File: src/rtl/nps_pkg.sv
// ----------------------------------------------------------------------------
// nps_pkg
// Shared constants, control types and microcode program of the nonlinear
// preamp shaper.
// ----------------------------------------------------------------------------
package nps_pkg;

  localparam int POLY_TERMS_DEF  = 4;
  localparam int MAX_DELAY_DEF   = 64;
  localparam int SAMPLE_BITS_DEF = 16;
  localparam int STATE_BITS_DEF  = 32;

  localparam int OUT_BITS        = 32;
  localparam int COEF_BITS       = 16;
  localparam int COEF_SHIFT      = 4;
  localparam int Q_FRAC          = 16;
  localparam int CFG_IDX_BITS    = 3;
  localparam int CFG_DATA_BITS   = 64;
  localparam int DELAY_BITS      = 7;
  localparam int TERM_BITS       = 2;
  localparam int PC_BITS         = 6;
  localparam int NUM_POLY        = 6;

  localparam logic [CFG_IDX_BITS-1:0] REG_DELAY_BINS = 3'd6;

  // values match the configuration register indexes
  typedef enum logic [2:0] {
    POLY_IN, POLY_DIFF, POLY_DECAY, POLY_OS, POLY_OD, POLY_OO
  } poly_sel_t;

  typedef enum logic [2:0] {
    OP_IDLE, OP_XLOAD, OP_LOAD, OP_MLO, OP_MHI, OP_FIN, OP_USE, OP_EMIT
  } op_t;

  typedef enum logic [2:0] {
    ARG_CS, ARG_X, ARG_XMD, ARG_DEC, ARG_DD, ARG_OL
  } arg_t;

  typedef enum logic [2:0] {
    ACT_DEC, ACT_CS, ACT_DS, ACT_OS, ACT_OD, ACT_OO
  } act_t;

  typedef enum logic [2:0] {
    COND_NEXT, COND_ALWAYS, COND_NACC, COND_INACT, COND_DONE, COND_MORE
  } cond_t;

  typedef logic [PC_BITS-1:0] pc_t;

  typedef struct packed {
    op_t       op;
    arg_t      arg;
    poly_sel_t poly;
    act_t      act;
    cond_t     cond;
    pc_t       target;
  } uword_t;

  typedef struct packed {
    logic accept;
    logic active;
    logic out_busy;
  } nps_stat_t;

  localparam pc_t PC_IDLE  = 6'd0;
  localparam pc_t PC_XLOAD = 6'd1;
  localparam pc_t PC_DECAY = 6'd2;
  localparam pc_t PC_IN    = 6'd7;
  localparam pc_t PC_DIFF  = 6'd12;
  localparam pc_t PC_OS    = 6'd17;
  localparam pc_t PC_OD    = 6'd22;
  localparam pc_t PC_OO    = 6'd27;
  localparam pc_t PC_EMIT  = 6'd32;

  // offsets inside one polynomial block
  localparam pc_t OFS_MLO = 6'd1;
  localparam pc_t OFS_MHI = 6'd2;
  localparam pc_t OFS_FIN = 6'd3;
  localparam pc_t OFS_USE = 6'd4;

  function automatic uword_t uw(op_t op, arg_t arg, poly_sel_t poly, act_t act,
                                cond_t cond, pc_t target);
    uword_t w;
    w.op     = op;
    w.arg    = arg;
    w.poly   = poly;
    w.act    = act;
    w.cond   = cond;
    w.target = target;
    return w;
  endfunction

  function automatic uword_t ucode_rom(pc_t pc);
    uword_t w;
    case (pc)
      PC_IDLE:            w = uw(OP_IDLE,  ARG_CS,  POLY_IN,    ACT_DEC, COND_NACC,  PC_IDLE);
      PC_XLOAD:           w = uw(OP_XLOAD, ARG_CS,  POLY_IN,    ACT_DEC, COND_INACT, PC_EMIT);
      // decay = P_decay(charge)
      PC_DECAY:           w = uw(OP_LOAD,  ARG_CS,  POLY_DECAY, ACT_DEC, COND_NEXT,  PC_IDLE);
      PC_DECAY + OFS_MLO: w = uw(OP_MLO,   ARG_CS,  POLY_DECAY, ACT_DEC, COND_DONE,
                                 PC_DECAY + OFS_USE);
      PC_DECAY + OFS_MHI: w = uw(OP_MHI,   ARG_CS,  POLY_DECAY, ACT_DEC, COND_NEXT,  PC_IDLE);
      PC_DECAY + OFS_FIN: w = uw(OP_FIN,   ARG_CS,  POLY_DECAY, ACT_DEC, COND_MORE,
                                 PC_DECAY + OFS_MLO);
      PC_DECAY + OFS_USE: w = uw(OP_USE,   ARG_CS,  POLY_DECAY, ACT_DEC, COND_NEXT,  PC_IDLE);
      // charge update
      PC_IN:              w = uw(OP_LOAD,  ARG_X,   POLY_IN,    ACT_CS,  COND_NEXT,  PC_IDLE);
      PC_IN + OFS_MLO:    w = uw(OP_MLO,   ARG_X,   POLY_IN,    ACT_CS,  COND_DONE,
                                 PC_IN + OFS_USE);
      PC_IN + OFS_MHI:    w = uw(OP_MHI,   ARG_X,   POLY_IN,    ACT_CS,  COND_NEXT,  PC_IDLE);
      PC_IN + OFS_FIN:    w = uw(OP_FIN,   ARG_X,   POLY_IN,    ACT_CS,  COND_MORE,
                                 PC_IN + OFS_MLO);
      PC_IN + OFS_USE:    w = uw(OP_USE,   ARG_X,   POLY_IN,    ACT_CS,  COND_NEXT,  PC_IDLE);
      // diff update
      PC_DIFF:            w = uw(OP_LOAD,  ARG_XMD, POLY_DIFF,  ACT_DS,  COND_NEXT,  PC_IDLE);
      PC_DIFF + OFS_MLO:  w = uw(OP_MLO,   ARG_XMD, POLY_DIFF,  ACT_DS,  COND_DONE,
                                 PC_DIFF + OFS_USE);
      PC_DIFF + OFS_MHI:  w = uw(OP_MHI,   ARG_XMD, POLY_DIFF,  ACT_DS,  COND_NEXT,  PC_IDLE);
      PC_DIFF + OFS_FIN:  w = uw(OP_FIN,   ARG_XMD, POLY_DIFF,  ACT_DS,  COND_MORE,
                                 PC_DIFF + OFS_MLO);
      PC_DIFF + OFS_USE:  w = uw(OP_USE,   ARG_XMD, POLY_DIFF,  ACT_DS,  COND_NEXT,  PC_IDLE);
      // output terms
      PC_OS:              w = uw(OP_LOAD,  ARG_DEC, POLY_OS,    ACT_OS,  COND_NEXT,  PC_IDLE);
      PC_OS + OFS_MLO:    w = uw(OP_MLO,   ARG_DEC, POLY_OS,    ACT_OS,  COND_DONE,
                                 PC_OS + OFS_USE);
      PC_OS + OFS_MHI:    w = uw(OP_MHI,   ARG_DEC, POLY_OS,    ACT_OS,  COND_NEXT,  PC_IDLE);
      PC_OS + OFS_FIN:    w = uw(OP_FIN,   ARG_DEC, POLY_OS,    ACT_OS,  COND_MORE,
                                 PC_OS + OFS_MLO);
      PC_OS + OFS_USE:    w = uw(OP_USE,   ARG_DEC, POLY_OS,    ACT_OS,  COND_NEXT,  PC_IDLE);
      PC_OD:              w = uw(OP_LOAD,  ARG_DD,  POLY_OD,    ACT_OD,  COND_NEXT,  PC_IDLE);
      PC_OD + OFS_MLO:    w = uw(OP_MLO,   ARG_DD,  POLY_OD,    ACT_OD,  COND_DONE,
                                 PC_OD + OFS_USE);
      PC_OD + OFS_MHI:    w = uw(OP_MHI,   ARG_DD,  POLY_OD,    ACT_OD,  COND_NEXT,  PC_IDLE);
      PC_OD + OFS_FIN:    w = uw(OP_FIN,   ARG_DD,  POLY_OD,    ACT_OD,  COND_MORE,
                                 PC_OD + OFS_MLO);
      PC_OD + OFS_USE:    w = uw(OP_USE,   ARG_DD,  POLY_OD,    ACT_OD,  COND_NEXT,  PC_IDLE);
      PC_OO:              w = uw(OP_LOAD,  ARG_OL,  POLY_OO,    ACT_OO,  COND_NEXT,  PC_IDLE);
      PC_OO + OFS_MLO:    w = uw(OP_MLO,   ARG_OL,  POLY_OO,    ACT_OO,  COND_DONE,
                                 PC_OO + OFS_USE);
      PC_OO + OFS_MHI:    w = uw(OP_MHI,   ARG_OL,  POLY_OO,    ACT_OO,  COND_NEXT,  PC_IDLE);
      PC_OO + OFS_FIN:    w = uw(OP_FIN,   ARG_OL,  POLY_OO,    ACT_OO,  COND_MORE,
                                 PC_OO + OFS_MLO);
      PC_OO + OFS_USE:    w = uw(OP_USE,   ARG_OL,  POLY_OO,    ACT_OO,  COND_NEXT,  PC_IDLE);
      PC_EMIT:            w = uw(OP_EMIT,  ARG_CS,  POLY_IN,    ACT_DEC, COND_ALWAYS, PC_IDLE);
      default:            w = uw(OP_IDLE,  ARG_CS,  POLY_IN,    ACT_DEC, COND_ALWAYS, PC_IDLE);
    endcase
    return w;
  endfunction

endpackage

File: src/rtl/nps_in_if.sv
// ----------------------------------------------------------------------------
// nps_in_if
// Input sample channel: valid/ready with sample and start-of-signal flag.
// ----------------------------------------------------------------------------
interface nps_in_if import nps_pkg::*; #(
  parameter int SAMPLE_BITS = SAMPLE_BITS_DEF
) ();
  logic                          valid;
  logic                          ready;
  logic signed [SAMPLE_BITS-1:0] sample;
  logic                          first_sample;

  modport source (output valid, sample, first_sample, input ready);
  modport sink   (input valid, sample, first_sample, output ready);
endinterface

File: src/rtl/nps_out_if.sv
// ----------------------------------------------------------------------------
// nps_out_if
// Result channel: valid/ready with the output voltage sample.
// ----------------------------------------------------------------------------
interface nps_out_if import nps_pkg::*; ();
  logic                       valid;
  logic                       ready;
  logic signed [OUT_BITS-1:0] voltage;

  modport source (output valid, voltage, input ready);
  modport sink   (input valid, voltage, output ready);
endinterface

File: src/rtl/nps_cfg_if.sv
// ----------------------------------------------------------------------------
// nps_cfg_if
// Configuration write channel: valid/ready with register index and data.
// ----------------------------------------------------------------------------
interface nps_cfg_if import nps_pkg::*; ();
  logic                     valid;
  logic                     ready;
  logic [CFG_IDX_BITS-1:0]  index;
  logic [CFG_DATA_BITS-1:0] data;

  modport source (output valid, index, data, input ready);
  modport sink   (input valid, index, data, output ready);
endinterface

File: src/rtl/nps_ram.sv
// ----------------------------------------------------------------------------
// nps_ram
// Generic single-write, single-read RAM with registered, read-first output.
// ----------------------------------------------------------------------------
module nps_ram #(
  parameter int WIDTH = 16,
  parameter int DEPTH = 64
) (
  input  logic                                     clk,
  input  logic                                     we,
  input  logic [(DEPTH > 1 ? $clog2(DEPTH) : 1)-1:0] waddr,
  input  logic [WIDTH-1:0]                         wdata,
  input  logic                                     re,
  input  logic [(DEPTH > 1 ? $clog2(DEPTH) : 1)-1:0] raddr,
  output logic [WIDTH-1:0]                         rdata
);

  logic [WIDTH-1:0] mem [DEPTH];

  always_ff @(posedge clk) begin
    if (re) begin
      rdata <= mem[raddr];
    end
    if (we) begin
      mem[waddr] <= wdata;
    end
  end

endmodule

File: src/rtl/nps_seq.sv
// ----------------------------------------------------------------------------
// nps_seq
// Microcode sequencer: step counter, program table fetch, Horner term
// counter and conditional jumps.
// ----------------------------------------------------------------------------
module nps_seq import nps_pkg::*; #(
  parameter int POLY_TERMS = POLY_TERMS_DEF
) (
  input  logic                 clk,
  input  logic                 rst_n,
  input  nps_stat_t            stat,
  output uword_t               ctl,
  output logic [TERM_BITS-1:0] cidx
);

  localparam logic [TERM_BITS-1:0] TOP_TERM = TERM_BITS'(POLY_TERMS - 1);

  pc_t                  pc_r, pc_nxt;
  logic [TERM_BITS-1:0] k_r, k_nxt;
  logic                 jump;

  assign ctl  = ucode_rom(pc_r);
  assign cidx = (ctl.op == OP_LOAD) ? TOP_TERM : k_r - TERM_BITS'(1);

  always_comb begin
    case (ctl.cond)
      COND_NEXT:   jump = 1'b0;
      COND_ALWAYS: jump = 1'b1;
      COND_NACC:   jump = !stat.accept;
      COND_INACT:  jump = !stat.active;
      COND_DONE:   jump = (k_r == '0);
      COND_MORE:   jump = (k_r > TERM_BITS'(1));
      default:     jump = 1'b0;
    endcase
  end

  always_comb begin
    if (ctl.op == OP_EMIT && stat.out_busy) begin
      pc_nxt = pc_r;
    end else if (jump) begin
      pc_nxt = ctl.target;
    end else begin
      pc_nxt = pc_r + pc_t'(1);
    end
  end

  always_comb begin
    case (ctl.op)
      OP_LOAD: k_nxt = TOP_TERM;
      OP_FIN:  k_nxt = k_r - TERM_BITS'(1);
      default: k_nxt = k_r;
    endcase
  end

  always_ff @(posedge clk) begin
    if (!rst_n) begin
      pc_r <= PC_IDLE;
      k_r  <= '0;
    end else begin
      pc_r <= pc_nxt;
      k_r  <= k_nxt;
    end
  end

endmodule

File: src/rtl/nonlinear_preamp_shaper_top.sv
// ----------------------------------------------------------------------------
// nonlinear_preamp_shaper_top
// Nonlinear preamp shaper: delayed input drives six Horner polynomials in
// Q16.16 fixed point that update charge, diff and output states.
//
// Usage:
//   in_ch  : one beat per input sample (sample, first_sample).
//   out_ch : one beat per input beat, the voltage in Q16.16.
//   cfg_ch : register writes, always ready; write only while the block is idle.
// Each active item runs a microcode program on one shared multiplier; each
// Horner step is a low partial product, a high partial product and a
// truncate/saturate/add. The block takes no new input beat while an item is
// in work; it is ready again in the cycle in which the output beat becomes
// valid. Leading items of a signal go from XLOAD straight to EMIT and give
// a zero beat. The delay line is a RAM, one write and one read per item. A
// stalled receiver holds the result register; the block then waits at its
// final step and takes no new input until the beat is taken.
// Reset clears the states and coefficient registers and sets delay_bins to 1;
// the delay line needs no clearing.
// ----------------------------------------------------------------------------
module nonlinear_preamp_shaper_top import nps_pkg::*; #(
  parameter int POLY_TERMS  = POLY_TERMS_DEF,
  parameter int MAX_DELAY   = MAX_DELAY_DEF,
  parameter int SAMPLE_BITS = SAMPLE_BITS_DEF,
  parameter int STATE_BITS  = STATE_BITS_DEF
) (
  input logic        clk,
  input logic        rst_n,
  nps_in_if.sink     in_ch,
  nps_out_if.source  out_ch,
  nps_cfg_if.sink    cfg_ch
);

  localparam int SB   = STATE_BITS;
  localparam int SW   = SB + 2;
  localparam int H    = SB / 2;
  localparam int RW   = 2 * SB - Q_FRAC;
  localparam int AW   = (MAX_DELAY > 1) ? $clog2(MAX_DELAY) : 1;
  localparam int CW   = $clog2(MAX_DELAY + 1);
  localparam int DW   = (CW > DELAY_BITS) ? CW : DELAY_BITS;
  localparam int PW   = ((DW > AW) ? DW : AW) + 1;
  localparam int SH_L = (SAMPLE_BITS <= 17) ? 17 - SAMPLE_BITS : 0;
  localparam int SH_R = (SAMPLE_BITS > 17) ? SAMPLE_BITS - 17 : 0;
  localparam int XW   = (SB > OUT_BITS) ? SB : OUT_BITS;

  function automatic logic signed [SB-1:0] sat_s(input logic signed [SW-1:0] v);
    logic signed [SW-1:0] hi;
    logic signed [SW-1:0] lo;
    hi = {3'b000, {(SB-1){1'b1}}};
    lo = {3'b111, {(SB-1){1'b0}}};
    if (v > hi) begin
      return hi[SB-1:0];
    end else if (v < lo) begin
      return lo[SB-1:0];
    end
    return v[SB-1:0];
  endfunction

  function automatic logic [SB-1:0] mag_s(input logic signed [SB-1:0] v);
    logic [SB-1:0] m;
    m = v;
    if (v[SB-1]) begin
      m = ~m + SB'(1);
    end
    return m;
  endfunction

  uword_t               ctl;
  logic [TERM_BITS-1:0] cidx;
  nps_stat_t            stat;

  logic accept, active, out_busy;

  // configuration
  logic [CFG_DATA_BITS-1:0] poly_r [NUM_POLY];
  logic [CFG_DATA_BITS-1:0] poly_nxt [NUM_POLY];
  logic [DELAY_BITS-1:0]    delay_r, delay_nxt;

  // delay line control
  logic [AW-1:0] wp_r, wp_nxt;
  logic [CW-1:0] cnt_r, cnt_nxt;
  logic          act_r, act_nxt;
  logic [CW-1:0] cnt_eff;
  logic [DW-1:0] d_ext, d_eff;
  logic [PW-1:0] wp_p, d_p, ra_p;
  logic [AW-1:0] raddr;
  logic [SAMPLE_BITS-1:0] rdata;

  // states
  logic signed [SB-1:0] cs_r, cs_nxt;
  logic signed [SB-1:0] ds_r, ds_nxt;
  logic signed [SB-1:0] ol_r, ol_nxt;

  // datapath payload
  logic signed [SB-1:0] x_r, x_nxt;
  logic signed [SB-1:0] acc_r, acc_nxt;
  logic signed [SB-1:0] dec_r, dec_nxt;
  logic signed [SB-1:0] dso_r, dso_nxt;
  logic signed [SW-1:0] sum_r, sum_nxt;
  logic [SB-1:0]        argm_r, argm_nxt;
  logic                 args_r, args_nxt;
  logic [SB-1:0]        ua_r, ua_nxt;
  logic                 neg_r, neg_nxt;
  logic [SB+H-1:0]      pl_r, pl_nxt;
  logic [2*SB-1:0]      prod_r, prod_nxt;

  // output register
  logic                       out_valid_r, out_valid_nxt;
  logic signed [OUT_BITS-1:0] out_voltage_r, out_voltage_nxt;

  // combinational
  logic signed [SB-1:0]       xs, x_q, arg_v, coef_s;
  logic [CFG_DATA_BITS-1:0]   cword;
  logic [COEF_BITS-1:0]       coef16;
  logic [SB-1:0]              ua;
  logic [SB-1:0]              mul_a;
  logic [SB-H-1:0]            mul_b;
  logic [2*SB-H-1:0]          mul_p;
  logic [SB+H-1:0]            pl;
  logic [2*SB-H-1:0]          hp;
  logic [RW-1:0]              r_w;
  logic [SB-1:0]              lim_sb, rs;
  logic signed [SW-1:0]       c_w, rs_w, fin_v;
  logic signed [XW-1:0]       olx, omax, omin;
  logic signed [OUT_BITS-1:0] ovolt;

  assign cfg_ch.ready   = 1'b1;
  assign in_ch.ready    = (ctl.op == OP_IDLE);
  assign accept         = in_ch.valid && in_ch.ready;
  assign out_busy       = out_valid_r && !out_ch.ready;
  assign out_ch.valid   = out_valid_r;
  assign out_ch.voltage = out_voltage_r;

  assign stat.accept   = accept;
  assign stat.active   = act_r;
  assign stat.out_busy = out_busy;

  nps_seq #(.POLY_TERMS(POLY_TERMS)) u_seq (
    .clk  (clk),
    .rst_n(rst_n),
    .stat (stat),
    .ctl  (ctl),
    .cidx (cidx)
  );

  nps_ram #(.WIDTH(SAMPLE_BITS), .DEPTH(MAX_DELAY)) u_dly (
    .clk  (clk),
    .we   (accept),
    .waddr(wp_r),
    .wdata(in_ch.sample),
    .re   (accept),
    .raddr(raddr),
    .rdata(rdata)
  );

  // delay and sample count
  always_comb begin
    d_ext = DW'(delay_r);
    if (d_ext == '0) begin
      d_eff = DW'(1);
    end else if (d_ext > DW'(MAX_DELAY)) begin
      d_eff = DW'(MAX_DELAY);
    end else begin
      d_eff = d_ext;
    end
    cnt_eff = in_ch.first_sample ? '0 : cnt_r;
    active  = (DW'(cnt_eff) >= d_eff);
    wp_p    = PW'(wp_r);
    d_p     = PW'(d_eff);
    ra_p    = (wp_p >= d_p) ? wp_p - d_p : wp_p + PW'(MAX_DELAY) - d_p;
    raddr   = ra_p[AW-1:0];
  end

  // operand selection, coefficient and multiplier
  always_comb begin
    xs  = SB'(signed'(rdata));
    x_q = (xs <<< SH_L) >>> SH_R;

    case (ctl.arg)
      ARG_CS:  arg_v = cs_r;
      ARG_X:   arg_v = x_r;
      ARG_XMD: arg_v = sat_s(SW'(x_r) - SW'(ds_r));
      ARG_DEC: arg_v = dec_r;
      ARG_DD:  arg_v = sat_s(SW'(ds_r) - SW'(dso_r));
      ARG_OL:  arg_v = ol_r;
      default: arg_v = '0;
    endcase

    cword  = poly_r[ctl.poly];
    coef16 = cword[cidx*COEF_BITS +: COEF_BITS];
    coef_s = SB'(signed'({coef16, {COEF_SHIFT{1'b0}}}));

    // one multiplier: low half of the operand in MLO, high half in MHI
    ua    = mag_s(acc_r);
    mul_a = (ctl.op == OP_MHI) ? ua_r : ua;
    mul_b = (ctl.op == OP_MHI) ? argm_r[SB-1:H] : (SB-H)'(argm_r[H-1:0]);
    mul_p = mul_a * mul_b;
    pl    = mul_p[SB+H-1:0];
    hp    = mul_p;

    r_w    = prod_r[2*SB-1:Q_FRAC];
    lim_sb = {neg_r, {(SB-1){~neg_r}}};
    rs     = (r_w > RW'(lim_sb)) ? lim_sb : r_w[SB-1:0];
    c_w    = SW'(coef_s);
    rs_w   = signed'({2'b00, rs});
    fin_v  = neg_r ? c_w - rs_w : c_w + rs_w;

    olx  = XW'(ol_r);
    omax = XW'({1'b0, {(OUT_BITS-1){1'b1}}});
    omin = ~omax;
    if (olx > omax) begin
      ovolt = omax[OUT_BITS-1:0];
    end else if (olx < omin) begin
      ovolt = omin[OUT_BITS-1:0];
    end else begin
      ovolt = olx[OUT_BITS-1:0];
    end
  end

  // next-state
  always_comb begin
    poly_nxt        = poly_r;
    delay_nxt       = delay_r;
    wp_nxt          = wp_r;
    cnt_nxt         = cnt_r;
    act_nxt         = act_r;
    cs_nxt          = cs_r;
    ds_nxt          = ds_r;
    ol_nxt          = ol_r;
    x_nxt           = x_r;
    acc_nxt         = acc_r;
    dec_nxt         = dec_r;
    dso_nxt         = dso_r;
    sum_nxt         = sum_r;
    argm_nxt        = argm_r;
    args_nxt        = args_r;
    ua_nxt          = ua_r;
    neg_nxt         = neg_r;
    pl_nxt          = pl_r;
    prod_nxt        = prod_r;
    out_valid_nxt   = out_valid_r;
    out_voltage_nxt = out_voltage_r;

    if (cfg_ch.valid) begin
      if (cfg_ch.index < CFG_IDX_BITS'(NUM_POLY)) begin
        poly_nxt[cfg_ch.index] = cfg_ch.data;
      end else if (cfg_ch.index == REG_DELAY_BINS) begin
        delay_nxt = cfg_ch.data[DELAY_BITS-1:0];
      end
    end

    if (accept) begin
      wp_nxt  = (wp_r == AW'(MAX_DELAY - 1)) ? '0 : wp_r + AW'(1);
      cnt_nxt = (cnt_eff < CW'(MAX_DELAY)) ? cnt_eff + CW'(1) : cnt_eff;
      act_nxt = active;
      if (in_ch.first_sample) begin
        cs_nxt = '0;
        ds_nxt = '0;
        ol_nxt = '0;
      end
    end

    if (out_ch.ready) begin
      out_valid_nxt = 1'b0;
    end

    case (ctl.op)
      OP_XLOAD: x_nxt = x_q;
      OP_LOAD: begin
        acc_nxt  = coef_s;
        argm_nxt = mag_s(arg_v);
        args_nxt = arg_v[SB-1];
      end
      OP_MLO: begin
        ua_nxt  = ua;
        neg_nxt = acc_r[SB-1] ^ args_r;
        pl_nxt  = pl;
      end
      OP_MHI: prod_nxt = {hp, {H{1'b0}}} + (2*SB)'(pl_r);
      OP_FIN: acc_nxt = sat_s(fin_v);
      OP_USE: begin
        case (ctl.act)
          ACT_DEC: begin
            dec_nxt = acc_r;
            sum_nxt = SW'(cs_r) + SW'(acc_r);
          end
          ACT_CS: cs_nxt = sat_s(sum_r + SW'(acc_r));
          ACT_DS: begin
            dso_nxt = ds_r;
            ds_nxt  = sat_s(SW'(ds_r) + SW'(acc_r));
          end
          ACT_OS: sum_nxt = SW'(ol_r) + SW'(acc_r);
          ACT_OD: sum_nxt = sum_r + SW'(acc_r);
          ACT_OO: ol_nxt  = sat_s(sum_r + SW'(acc_r));
          default: ;
        endcase
      end
      OP_EMIT: begin
        if (!out_busy) begin
          out_valid_nxt   = 1'b1;
          out_voltage_nxt = act_r ? ovolt : '0;
        end
      end
      default: ;
    endcase
  end

  always_ff @(posedge clk) begin
    if (!rst_n) begin
      for (int i = 0; i < NUM_POLY; i++) begin
        poly_r[i] <= '0;
      end
      delay_r     <= DELAY_BITS'(1);
      wp_r        <= '0;
      cnt_r       <= '0;
      act_r       <= 1'b0;
      cs_r        <= '0;
      ds_r        <= '0;
      ol_r        <= '0;
      out_valid_r <= 1'b0;
    end else begin
      poly_r      <= poly_nxt;
      delay_r     <= delay_nxt;
      wp_r        <= wp_nxt;
      cnt_r       <= cnt_nxt;
      act_r       <= act_nxt;
      cs_r        <= cs_nxt;
      ds_r        <= ds_nxt;
      ol_r        <= ol_nxt;
      out_valid_r <= out_valid_nxt;
    end
  end

  always_ff @(posedge clk) begin
    x_r           <= x_nxt;
    acc_r         <= acc_nxt;
    dec_r         <= dec_nxt;
    dso_r         <= dso_nxt;
    sum_r         <= sum_nxt;
    argm_r        <= argm_nxt;
    args_r        <= args_nxt;
    ua_r          <= ua_nxt;
    neg_r         <= neg_nxt;
    pl_r          <= pl_nxt;
    prod_r        <= prod_nxt;
    out_voltage_r <= out_voltage_nxt;
  end

endmodule
File: src/flat_wrapper.sv
// flat-port wrapper written by rule: the top's interface ports become plain ports
module nonlinear_preamp_shaper_top_flat import nps_pkg::*;
#(
  parameter int POLY_TERMS  = POLY_TERMS_DEF,
  parameter int MAX_DELAY   = MAX_DELAY_DEF,
  parameter int SAMPLE_BITS = SAMPLE_BITS_DEF,
  parameter int STATE_BITS  = STATE_BITS_DEF
)
  (clk, rst_n, in_ch_valid, in_ch_sample, in_ch_first_sample, in_ch_ready, out_ch_valid, out_ch_voltage, out_ch_ready, cfg_ch_valid, cfg_ch_index, cfg_ch_data, cfg_ch_ready);
  nps_in_if #(.SAMPLE_BITS(SAMPLE_BITS)) in_ch_i ();
  nps_out_if out_ch_i ();
  nps_cfg_if cfg_ch_i ();
  input logic clk;
  input logic rst_n;
  input wire logic [$bits(in_ch_i.valid)-1:0] in_ch_valid;
  input wire logic [$bits(in_ch_i.sample)-1:0] in_ch_sample;
  input wire logic [$bits(in_ch_i.first_sample)-1:0] in_ch_first_sample;
  output wire logic [$bits(in_ch_i.ready)-1:0] in_ch_ready;
  output wire logic [$bits(out_ch_i.valid)-1:0] out_ch_valid;
  output wire logic [$bits(out_ch_i.voltage)-1:0] out_ch_voltage;
  input wire logic [$bits(out_ch_i.ready)-1:0] out_ch_ready;
  input wire logic [$bits(cfg_ch_i.valid)-1:0] cfg_ch_valid;
  input wire logic [$bits(cfg_ch_i.index)-1:0] cfg_ch_index;
  input wire logic [$bits(cfg_ch_i.data)-1:0] cfg_ch_data;
  output wire logic [$bits(cfg_ch_i.ready)-1:0] cfg_ch_ready;
  assign in_ch_i.valid = in_ch_valid;
  assign in_ch_i.sample = in_ch_sample;
  assign in_ch_i.first_sample = in_ch_first_sample;
  assign in_ch_ready = in_ch_i.ready;
  assign out_ch_valid = out_ch_i.valid;
  assign out_ch_voltage = out_ch_i.voltage;
  assign out_ch_i.ready = out_ch_ready;
  assign cfg_ch_i.valid = cfg_ch_valid;
  assign cfg_ch_i.index = cfg_ch_index;
  assign cfg_ch_i.data = cfg_ch_data;
  assign cfg_ch_ready = cfg_ch_i.ready;
  nonlinear_preamp_shaper_top #(.POLY_TERMS(POLY_TERMS), .MAX_DELAY(MAX_DELAY), .SAMPLE_BITS(SAMPLE_BITS), .STATE_BITS(STATE_BITS)) u_core (.clk(clk), .rst_n(rst_n), .in_ch(in_ch_i), .out_ch(out_ch_i), .cfg_ch(cfg_ch_i));
endmodule
File: config.mk
export PLATFORM = sky130hd
export DESIGN_NAME = nonlinear_preamp_shaper_top_flat
export DESIGN_NICKNAME = d
export VERILOG_FILES = /design/src/rtl/nps_pkg.sv /design/src/rtl/nps_in_if.sv /design/src/rtl/nps_out_if.sv /design/src/rtl/nps_cfg_if.sv /design/src/rtl/nps_ram.sv /design/src/rtl/nps_seq.sv /design/src/rtl/nonlinear_preamp_shaper_top.sv /design/src/flat_wrapper.sv
export SDC_FILE = /design/constraint.sdc
export NUM_CORES = 2
export LEC_CHECK = 0
export ABC_CLOCK_PERIOD_IN_PS = 12430
export BUFFER_PORTS_ARGS = -buffer_cell sky130_fd_sc_hd__buf_2
export CAP_MARGIN = 20
export CORE_ASPECT_RATIO = 0.8
export CORE_UTILIZATION = 30
export DETAILED_ROUTE_END_ITERATION = 10
export HOLD_SLACK_MARGIN = 0.08
export PLACE_DENSITY = 0.54
export SKIP_LAST_GASP = 1
export SLEW_MARGIN = 15
export SYNTH_ARGS = -nofsm -noshare
export SYNTH_HDL_FRONTEND = slang
export SYNTH_SLANG_ARGS = --single-unit
File: constraint.sdc
create_clock -name clk -period 12.43 [get_ports clk]
set_clock_uncertainty 0.15 [all_clocks]
set_input_delay 3.729 -clock clk [delete_from_list [all_inputs] [get_ports clk]]
set_output_delay 3.729 -clock clk [all_outputs]
set_load 0.02 [all_outputs]
==> results.sh <==
export IMPL_status="finished clean"
export IMPL_groute_usage_overall=0.1939
export IMPL_synth_seq_cells=1891
export IMPL_overflow=0
export IMPL_slew_violations=0
export IMPL_slowest_delay_ns=0.60
export IMPL_io_pins=124
export IMPL_worst_ep_required_time_ns=12.83
export IMPL_placed_cells=14180
export IMPL_crit_top_cell="fa_1"
export IMPL_cts_root_buffer="clkbuf_16"
export IMPL_cts_htree_levels=4
export IMPL_final_common_cell="nand2_1"
export IMPL_worstHoldPathType="register to register"
export IMPL_dr_pass1_iters=6
export IMPL_rsz0062_at_grt="false"
export IMPL_start_util=0.3019
export IMPL_tightestPinTransition_ns=1.146
export IMPL_core_rowCount=196
export IMPL_drc=0
export IMPL_die_area_um2=361700
export IMPL_slowest_stage="edfxtp_1"
export IMPL_hold_viol=0
export IMPL_maxCapViolCount=0
export IMPL_fin_cells=14560
export IMPL_yosysWarnings=0
export IMPL_cts_hold_buf=0
export IMPL_portBuffers=122
export IMPL_vias_per_cell=5.366
export IMPL_antenna_found_initial=54
export IMPL_final_cell_mix="1,505 x nand2_1, 1,364 x edfxtp_1, 841 x a21oi_1"
export IMPL_finalSetupViolCount=0
export IMPL_slew_headroom=0.2317
export IMPL_routed_wirelength_um=358500
export IMPL_vias=78100
export IMPL_synth_main_ff_cell="edfxtp_1"
export IMPL_max_clock_freq_mhz=86.27
export IMPL_clock_latency_ns=0.94
export IMPL_die_w_um=672.1
export IMPL_chipHeight_um=538.1
export IMPL_core_area_um2=357100
export IMPL_syn_inst=9544
export IMPL_crit_arrival_ns=11.99
export IMPL_async_flop_share=0
export IMPL_dp_hpwl_um=251500
export IMPL_cts_buffers=200
export IMPL_cpLargestDelayFamily="adder cells"
export IMPL_synth_edf_count=1364
export IMPL_cts_max_path_buffers=4
export IMPL_final_min_clock_period_ns=11.59
export IMPL_path_buf_inv=5
export IMPL_syn_area_per_cell_um2=11.29
export IMPL_drt_iter0_markers=8389
export IMPL_ant_nets=0
export IMPL_cts_sinks=1891
export IMPL_gp_congestion=0.9438
export IMPL_post_cts_resized=0
export IMPL_start_kind="register"
export IMPL_finalNetCount=10610
export IMPL_tns_ns=0
export IMPL_crit_path_end_kind="register"
export IMPL_area_delta_synth_final_pct=12.55
export IMPL_synth_distinct_cells=95
export IMPL_synth_area_um2=107800
export IMPL_routedWlPerCell_um=24.63
export IMPL_drive_above_1_share=0.1212
export IMPL_critPathKind="register to register"
export IMPL_post_cts_buffers=0
export IMPL_path_clk_slew_ns=0.06
export IMPL_cts_tree="built"
export IMPL_synth_nets=10520
export IMPL_period_share=0.9325
export IMPL_grt_pass1_vias=77200
export IMPL_grt_pass1_wl_um=526200
export IMPL_path_max_fanout=11
export IMPL_whs_ns=0.2763
export IMPL_grt_start_max_net_pins=122
export IMPL_synth_seq_area_share=0.4779
-- cell type report --
cell class | instances | area [um2]
antenna | 24 | 60.06
clock buffer | 242 | 5336
clock inverter | 111 | 1125
fill | 35410 | 235800
inverter | 665 | 2504
multi-input combinational | 6508 | 52250
sequential | 1891 | 51520
tap | 4752 | 5946
timing repair buffer | 363 | 2564
-- synthesized netlist by cell type (18+ instances only) --
library cell,count,area share
buf_1,50,0.0017
a31oi_1,48,0.0028
nor2_1,606,0.021
nand2_1,1511,0.053
o21ai_0,311,0.014
clkbuf_1,425,0.015
o21bai_1,47,0.0033
xnor2_1,230,0.019
o22ai_1,22,0.0013
o311ai_0,37,0.0030
a21oi_1,841,0.039
mux4_2,416,0.087
a221oi_1,49,0.0040
or2_2,20,0.0012
ha_1,460,0.053
nand2b_1,91,0.0053
and3_1,46,0.0027
or3_1,28,0.0016
fa_1,427,0.079
xor2_1,109,0.0089
a221o_1,36,0.0033
nor3_1,108,0.0050
inv_1,661,0.023
a211oi_1,65,0.0045
nor2b_1,68,0.0039
o21a_1,72,0.0050
a21o_1,162,0.011
o21ai_1,18,0.00084
dfxtp_1,527,0.098
o211ai_1,44,0.0031
nand4_1,35,0.0020
and2_1,72,0.0042
a22oi_1,55,0.0038
o31ai_1,31,0.0022
mux2i_1,57,0.0053
nor4_1,29,0.0017
edfxtp_1,1364,0.38
nand3_1,105,0.0049
-- metrics by stage --
step | utilization | setup slack (ns) | instance area [um2]
2_1_floorplan | - | 1.954 | 107800
3_3_place_gp | 0.3210 | 0.5052 | 114600
3_5_place_dp | 0.3213 | 0.9922 | 114700
4_1_cts | 0.3394 | 0.9147 | 121200
5_1_grt | 0.3397 | 0.2477 | 121300
6_report | 0.3397 | 0.8389 | 121300
-- state kept, by name, summed over array words and instances (netlist names), 17 cells and up --
| name | flops |
|---|---|
| u_core.ds_r | 32 |
| u_core.pl_r | 32 |
| u_core.argm_r | 32 |
| u_core.dec_r | 32 |
| u_core.cs_r | 32 |
| u_core.ol_r | 32 |
| u_core.u_dly.mem | 1024 |
| u_core.out_ch.voltage | 32 |
| u_core.acc_r | 32 |
| u_core.u_seq.ctl | 17 |
| u_core.ua_r | 32 |
| u_core.prod_r | 48 |
| u_core.sum_r | 34 |
| u_core.dso_r | 32 |
| u_core.poly_r | 384 |
-- path summary, 6_finish.rpt --
check / from / endpoint / slack, ns / depth (start not counted)
max: u_core.acc_r[1]$_SDFFCE_PN0P_ / u_core.prod_r[63]$_DFFE_PP_ / 0.84 / 36
min: u_core.u_dly.rdata[11]$_DFFE_PP_ / u_core.x_r[12]$_DFFE_PN_ / 0.28 / 0
max reg2reg: u_core.acc_r[1]$_SDFFCE_PN0P_ / u_core.prod_r[63]$_DFFE_PP_ / 0.84 / 36
min reg2reg: u_core.u_dly.rdata[11]$_DFFE_PP_ / u_core.x_r[12]$_DFFE_PN_ / 0.28 / 0
-- logic make-up (layout without fill, tap and decap cells) --
family	count (synthesis)	in the layout	synth area share
compound gates	2020	2020	0.1177
mux	478	478	0.09274
xor+xnor	339	339	0.02755
fa+ha+maj	889	889	0.1329
simple gates	2781	2781	0.1111
flops	1891	1891	0.4779
buf+inv	1145	1381	0.04007
other cells	1	25	0.00003479
-- per-layer routing --
metal	routed length, um	track usage
met5	127	0
met4	9560	0.04933
met2	155500	0.2944
met1	161600	0.2820
met3	31790	0.03879
Power is not shown: default switching activity piles up to over one toggle a cycle in this logic, so the estimate is an artifact.
